**src/design/wmv_pkg.sv**
```systemverilog
package wmv_pkg;

    // default number of orientation classes
    localparam int NUM_CLASSES_DEF = 6;

    // field widths
    localparam int ORIENT_W = 4;
    localparam int COUNT_W  = 8;
    localparam int LENGTH_W = 8;

    // reset value of the window length register
    localparam logic [LENGTH_W-1:0] WINDOW_LENGTH_RESET = 8'd8;

    // largest vote count, counters saturate here
    localparam logic [COUNT_W-1:0] COUNT_MAX = {COUNT_W{1'b1}};

    // code given when a window closes with no votes (-1)
    localparam logic [ORIENT_W-1:0] NO_CLASS = {ORIENT_W{1'b1}};

    // one result item
    typedef struct packed {
        logic [ORIENT_W-1:0] filtered;
        logic                done;
    } result_t;

endpackage

```
**src/design/wmv_majority.sv**
```systemverilog
module wmv_majority #(
    parameter int NUM_CLASSES = wmv_pkg::NUM_CLASSES_DEF
) (
    input  logic [wmv_pkg::COUNT_W-1:0]  counts [NUM_CLASSES],
    output logic [wmv_pkg::ORIENT_W-1:0] winner
);

    // strict greater keeps the lowest index on a tie
    always_comb begin
        logic [wmv_pkg::COUNT_W-1:0] best_count;
        best_count = '0;
        winner     = wmv_pkg::NO_CLASS;
        for (int k = 0; k < NUM_CLASSES; k++) begin
            if (counts[k] > best_count) begin
                best_count = counts[k];
                winner     = wmv_pkg::ORIENT_W'(k);
            end
        end
    end

endmodule

```
**src/design/wmv_vote_bank.sv**
```systemverilog
module wmv_vote_bank #(
    parameter int NUM_CLASSES = wmv_pkg::NUM_CLASSES_DEF
) (
    input  logic                          aclk,
    input  logic                          aresetn,
    input  logic                          in_fire,
    input  logic [wmv_pkg::ORIENT_W-1:0]  orientation,
    input  logic [wmv_pkg::LENGTH_W-1:0]  window_length,
    output wmv_pkg::result_t              result_next
);

    logic [wmv_pkg::COUNT_W-1:0]  counts_reg  [NUM_CLASSES];
    logic [wmv_pkg::COUNT_W-1:0]  counts_vote [NUM_CLASSES];
    logic [wmv_pkg::LENGTH_W-1:0] position_reg;
    logic [wmv_pkg::LENGTH_W-1:0] position_inc;
    logic                         started_reg;
    logic [wmv_pkg::ORIENT_W-1:0] held_reg;
    logic [wmv_pkg::ORIENT_W-1:0] held_next;
    logic [wmv_pkg::ORIENT_W-1:0] winner;
    logic                         is_vote;
    logic                         close;

    // sign bit clear and below the class count
    assign is_vote = !orientation[wmv_pkg::ORIENT_W-1]
                     && (32'(orientation) < NUM_CLASSES);

    always_comb begin
        for (int k = 0; k < NUM_CLASSES; k++) begin
            counts_vote[k] = counts_reg[k];
            if (is_vote && orientation == wmv_pkg::ORIENT_W'(k)
                && counts_reg[k] != wmv_pkg::COUNT_MAX) begin
                counts_vote[k] = counts_reg[k] + 1'b1;
            end
        end
    end

    wmv_majority #(
        .NUM_CLASSES (NUM_CLASSES)
    ) u_majority (
        .counts (counts_vote),
        .winner (winner)
    );

    assign position_inc = position_reg + 1'b1;
    assign close        = (position_inc == window_length);

    always_comb begin
        held_next = held_reg;
        if (!started_reg) begin
            held_next = orientation;
        end
        if (close) begin
            held_next = winner;
        end
    end

    assign result_next.filtered = held_next;
    assign result_next.done     = close;

    always_ff @(posedge aclk) begin
        if (!aresetn) begin
            for (int k = 0; k < NUM_CLASSES; k++) begin
                counts_reg[k] <= '0;
            end
            position_reg <= '0;
            started_reg  <= 1'b0;
            held_reg     <= '0;
        end else if (in_fire) begin
            for (int k = 0; k < NUM_CLASSES; k++) begin
                counts_reg[k] <= close ? '0 : counts_vote[k];
            end
            position_reg <= close ? '0 : position_inc;
            started_reg  <= 1'b1;
            held_reg     <= held_next;
        end
    end

endmodule

```
**src/design/windowed_majority_vote_top.sv**
```systemverilog
// Windowed majority vote (mode filter) over orientation readings. Each input
// transaction carries one reading, a class 0 to NUM_CLASSES-1 or -1 for none,
// and gives exactly one result transaction with the held class and a flag set
// when that reading closed a window. The first reading after reset is passed
// straight to the output (whatever its value) and also votes. Once
// window_length readings have been seen the output becomes the class with the
// most votes (lowest index on a tie, -1 with no votes) and the votes clear; a
// window length of zero means 256 readings. One reading is taken every clock
// cycle while the result side keeps up: the vote update and the class compare
// sit between the state registers and a single output register, so each result
// is registered in the cycle after its reading is taken.
// window_length is written through the cfg channel, which is always ready;
// write it only while no transaction is in flight.
module windowed_majority_vote_top #(
    parameter int NUM_CLASSES = wmv_pkg::NUM_CLASSES_DEF
) (
    input  logic                                aclk,
    input  logic                                aresetn,
    // configuration write channel
    input  logic                                cfg_valid,
    output logic                                cfg_ready,
    input  logic [wmv_pkg::LENGTH_W-1:0]        cfg_data,
    // reading channel
    input  logic                                s_valid,
    output logic                                s_ready,
    input  logic signed [wmv_pkg::ORIENT_W-1:0] s_orientation,
    // result channel
    output logic                                m_valid,
    input  logic                                m_ready,
    output logic signed [wmv_pkg::ORIENT_W-1:0] m_filtered_orientation,
    output logic                                m_window_done
);

    logic [wmv_pkg::LENGTH_W-1:0] window_length_reg;
    logic                         in_fire;
    wmv_pkg::result_t             result_next;
    logic                         m_valid_reg;
    wmv_pkg::result_t             m_result_reg;

    // config register, always accepts a write
    assign cfg_ready = 1'b1;

    always_ff @(posedge aclk) begin
        if (!aresetn) begin
            window_length_reg <= wmv_pkg::WINDOW_LENGTH_RESET;
        end else if (cfg_valid) begin
            window_length_reg <= cfg_data;
        end
    end

    // take a reading whenever the output register is empty or draining
    assign s_ready = !m_valid_reg || m_ready;
    assign in_fire = s_valid && s_ready;

    // vote counters, window position and held class
    wmv_vote_bank #(
        .NUM_CLASSES (NUM_CLASSES)
    ) u_vote_bank (
        .aclk          (aclk),
        .aresetn       (aresetn),
        .in_fire       (in_fire),
        .orientation   (s_orientation),
        .window_length (window_length_reg),
        .result_next   (result_next)
    );

    // output register, valid flag under reset, payload loads on each transaction
    always_ff @(posedge aclk) begin
        if (!aresetn) begin
            m_valid_reg <= 1'b0;
        end else if (in_fire) begin
            m_valid_reg <= 1'b1;
        end else if (m_ready) begin
            m_valid_reg <= 1'b0;
        end
    end

    always_ff @(posedge aclk) begin
        if (in_fire) begin
            m_result_reg <= result_next;
        end
    end

    assign m_valid                = m_valid_reg;
    assign m_filtered_orientation = m_result_reg.filtered;
    assign m_window_done          = m_result_reg.done;

endmodule

```
**config.mk**
```make
export PLATFORM = sky130hd
export DESIGN_NAME = windowed_majority_vote_top
export DESIGN_NICKNAME = d
export VERILOG_FILES = /design/src/design/wmv_pkg.sv /design/src/design/wmv_majority.sv /design/src/design/wmv_vote_bank.sv /design/src/design/windowed_majority_vote_top.sv
export SDC_FILE = /design/constraint.sdc
export NUM_CORES = 1
export LEC_CHECK = 0
export ABC_AREA = 1
export ABC_CLOCK_PERIOD_IN_PS = 8680
export BUFFER_PORTS_ARGS = -buffer_cell sky130_fd_sc_hd__buf_2
export CAP_MARGIN = 20
export CORE_MARGIN = 2
export CORE_UTILIZATION = 63
export CTS_BUF_LIST = sky130_fd_sc_hd__clkbuf_4 sky130_fd_sc_hd__clkbuf_8 sky130_fd_sc_hd__clkbuf_16
export CTS_CLUSTER_DIAMETER = 120
export DETAILED_ROUTE_END_ITERATION = 6
export GPL_TIMING_DRIVEN = 0
export HOLD_SLACK_MARGIN = 0.02
export PLACE_DENSITY = 0.81
export SLEW_MARGIN = 20
export SYNTH_ARGS = -nofsm -noshare
export SYNTH_HDL_FRONTEND = slang
export SYNTH_SLANG_ARGS = --single-unit
export TNS_END_PERCENT = 100
```
**constraint.sdc**
```tcl
create_clock -name aclk -period 8.68 [get_ports aclk]
set_input_delay 0.434 -clock aclk [delete_from_list [all_inputs] [get_ports aclk]]
set_output_delay 0.434 -clock aclk [all_outputs]
set_load 0.05 [all_outputs]
```
==> run_results.csv <==
group,metric,value,unit
pwr,ir_drop,0.000125,V
clock_network,cts_root_buf,"clkbuf_8",
drt,ant_nets,0,
worst_setup_path,reg2reg_from,"u_vote_bank.counts_reg[0][8]",
worst_setup_path,worstRegToRegCells,57,
layout,n_antenna_cell,0,
global_routing,first_global_vias,4812,
logic_synthesis,synth_flop_cell,"edfxtp_1",
global_routing,grt_overflow,0,
timing,setup-violations-final,0,
logic_synthesis,synth_cells,768,
drt,avgRoutedWirePerCell,13.7,um
clock_network,htreeDepth,3,
logic_synthesis,synthesis.area,5760,um^2
floorplan,row_count,34,
drt,drt-total-wl,12600,um
clock_network,clkTransAtPathRegs,0.09,ns
worst_setup_path,start_kind,"register",
worst_setup_path,crit_fanout,10,
place,io_buffers,23,
timing,fin_crit_sh,92.8,%
place,place_hpwl,9740,um
floorplan,dieArea,9920,um^2
pwr,leakage,3.04,nW
layout,final_nets,871,
logic_synthesis,yosysUniqueCellTypes,45,
worst_hold_path,hp-start,"cfg_data[3]",
floorplan,start_util,65.4,%
clock_network,clockBufferDepth,2,
place,post-place-ws,0.00257,ns
place,placed_area,6030,um^2
drt,viasPerCell,5.49,
worst_setup_path,worst-setup-path-type,"reg -> reg",
floorplan,dieWidth,99.6,um
logic_synthesis,async_reset_ff_share,0,%
logic_synthesis,ys_ff_latch,75,
floorplan,core_area,8810,um^2
logic_synthesis,syn_avg_cell_area,7.50,um^2
run_status,status,"finished clean",
logic_synthesis,ys_seq_area_share,35.3,%
global_routing,grt_usage,26.4,%
worst_hold_path,holdCritPathClass,"in -> reg",
clock_network,insertion_delay,0.36,ns
worst_setup_path,crit_family,"simple AND/OR/NAND/NOR gates",
worst_setup_path,worst_path_most_repeated_cell,"nand2_1",
pwr,p_total,1.28,mW
worst_setup_path,worstPathArrival,8.18,ns
worst_setup_path,worst-path-buf-inv,8,
worst_setup_path,cpMaxStageDelayCell,"edfxtp_1",
worst_setup_path,end_kind,"register",
pwr,power.density,203,nW/um^2
clock_network,holdBufCountCts,0,
clock_network,cts.sinks,75,
timing,fmax,0.124,GHz
timing,setup_ws,0.628,ns
timing,fin_worst_hold_slack,0.283,ns
timing,worst_clock_skew,0.0180,ns
global_routing,grt_pass1_wl,21300,um
global_routing,antenna_found_initial,0,
layout,design_area,6300,um^2
layout,largest_reg_flops,48,
timing,hold_viol_final,0,
place,gp_congestion,0.946,
drt,drcViolationCount,0,
timing,fin_crit,8.05,ns
drt,drtIter0Drc,301,
worst_setup_path,reg2reg_slack,0.63,ns
logic_synthesis,synth-edff-count,53,
run,drv_cap,0,
floorplan,die_h,99.6,um
worst_hold_path,hold_depth,3,
layout,syn_to_final_growth,9.45,%
timing,drv_slew,0,
worst_setup_path,reg2reg_to,"m_filtered_orientation[0]",
logic_synthesis,synthesis.nets,832,
floorplan,num_io_pins,25,
drt,via_count,5051,
worst_setup_path,cp.required,8.81,ns
logic_synthesis,ys_warn_count,0,
drt,dr.pass1.iters,5,
clock_network,cts_tree,"yes",
layout,layout-drive-gt1-share,13.4,%
worst_setup_path,cp_slowest_stage_delay,0.44,ns
timing,setup_tns,0,ns
worst_hold_path,hold_end,"window_length_reg[3]",
global_routing,grt_max_degree,36,
clock_network,cts_buffers,9,
==> worst max path at each step <==
stage	depth (start not counted)	endpoint	slack (ns)	from
CTS	59	m_filtered_orientation[0]	0.09	u_vote_bank.counts_reg[0][8]
global placement	55	m_filtered_orientation[0]	0.17	s_orientation[2]
floorplan	59	m_filtered_orientation[0]	1.33	u_vote_bank.counts_reg[0][8]
global route	57	m_filtered_orientation[0]	-0.09	u_vote_bank.counts_reg[0][8]
finish	57	m_filtered_orientation[0]	0.63	u_vote_bank.counts_reg[0][8]
detailed placement	54	m_filtered_orientation[0]	0.003	u_vote_bank.counts_reg[0][8]
==> placed cells by master, fill, tap and decap left out, drive strengths merged, types with 2 or more instances in the layout <==
master	instances
o22ai	6
xor2	32
o211ai	8
and3	3
and2	8
nand3b	2
clkinv	3
inv	122
o21a	6
dfxtp	22
buf	35
nand3	54
a21oi	25
o21ai	35
ha	47
nor2	97
xnor2	5
nor3	11
nand2	201
edfxtp	53
nand4	12
clkbuf	14
nor4	2
or2	3
==> where the power goes <==
group	switching, mW	total [mW]	internal [mW]
sequential	0.0219	0.435	0.413
clock	0.146	0.278	0.132
combinational	0.357	0.566	0.209
total	0.525	1.28	0.755
==> kinds of logic (layout without fill, tap and decap cells) <==
kind of cell	count (synthesis)	after routing	share of synthesized area, %
compound gates	83	83	8.60
xor+xnor	38	38	6.15
fa+ha+maj	47	47	10.2
buf+inv	131	174	8.97
flops	75	75	35.3
other cells	1	1	0.0651
simple gates	393	394	30.7
==> Yosys cell counts, types with 10 or more instances <==
library cell	count	area [um^2]
a21oi_1	25	125
xor2_1	31	272
nor2_1	85	319
inv_1	114	428
dfxtp_1	22	440
nand2_1	183	687
edfxtp_1	53	1590
o21ai_0	22	110
nand3_1	52	260
nor3_1	10	50.1
nand4_1	12	75.1
nand2_2	14	87.6
ha_1	47	588
==> stage by stage <==
step	utilization, %	std cells
floorplan	-	768
global placement	68.2	899
detailed placement	68.5	900
CTS	70.7	915
global route	71.6	920
finish	71.6	920
==> worst register-to-register path: cells and delay by family (launching register included) <==
| kind | cells | cell delay [ns] |
|---|---|---|
| compound gates | 10 | 1.29 |
| simple gates | 33 | 3.26 |
| flops | 1 | 0.44 |
| buf+inv | 8 | 1.04 |
| fa+ha+maj | 6 | 1.74 |
==> layout make-up <==
class | instances | area (um^2)
Buffer | 10 | 71.3
Clock buffer | 11 | 163
Clock inverter | 5 | 40.0
Fill cell | 686 | 2500
Inverter | 120 | 453
Multi-Input combinational cell | 563 | 3240
Sequential cell | 75 | 2030
Tap cell | 108 | 135
Timing Repair Buffer | 28 | 165
==> layer usage <==
layer	up-vias	share of wire [%]	GRT usage (%)
li1	2577	-	-
met3	31	4.8	3.16
met1	2295	45	34.2
met2	148	48	45.5
met5	-	0	0
met4	0	2.4	9.27
==> what timing repair did <==
item | in CTS | in global routing
resized for setup | 0 | 20
pin swaps | 0 | 3
hold endpoints to repair | 0 | 0
cloned | 0 | 1
endpoints found under the setup margin | 1 | 8
buffers inserted | 0 | 4
No activity file was read; power rests on OpenSTA's default activity.
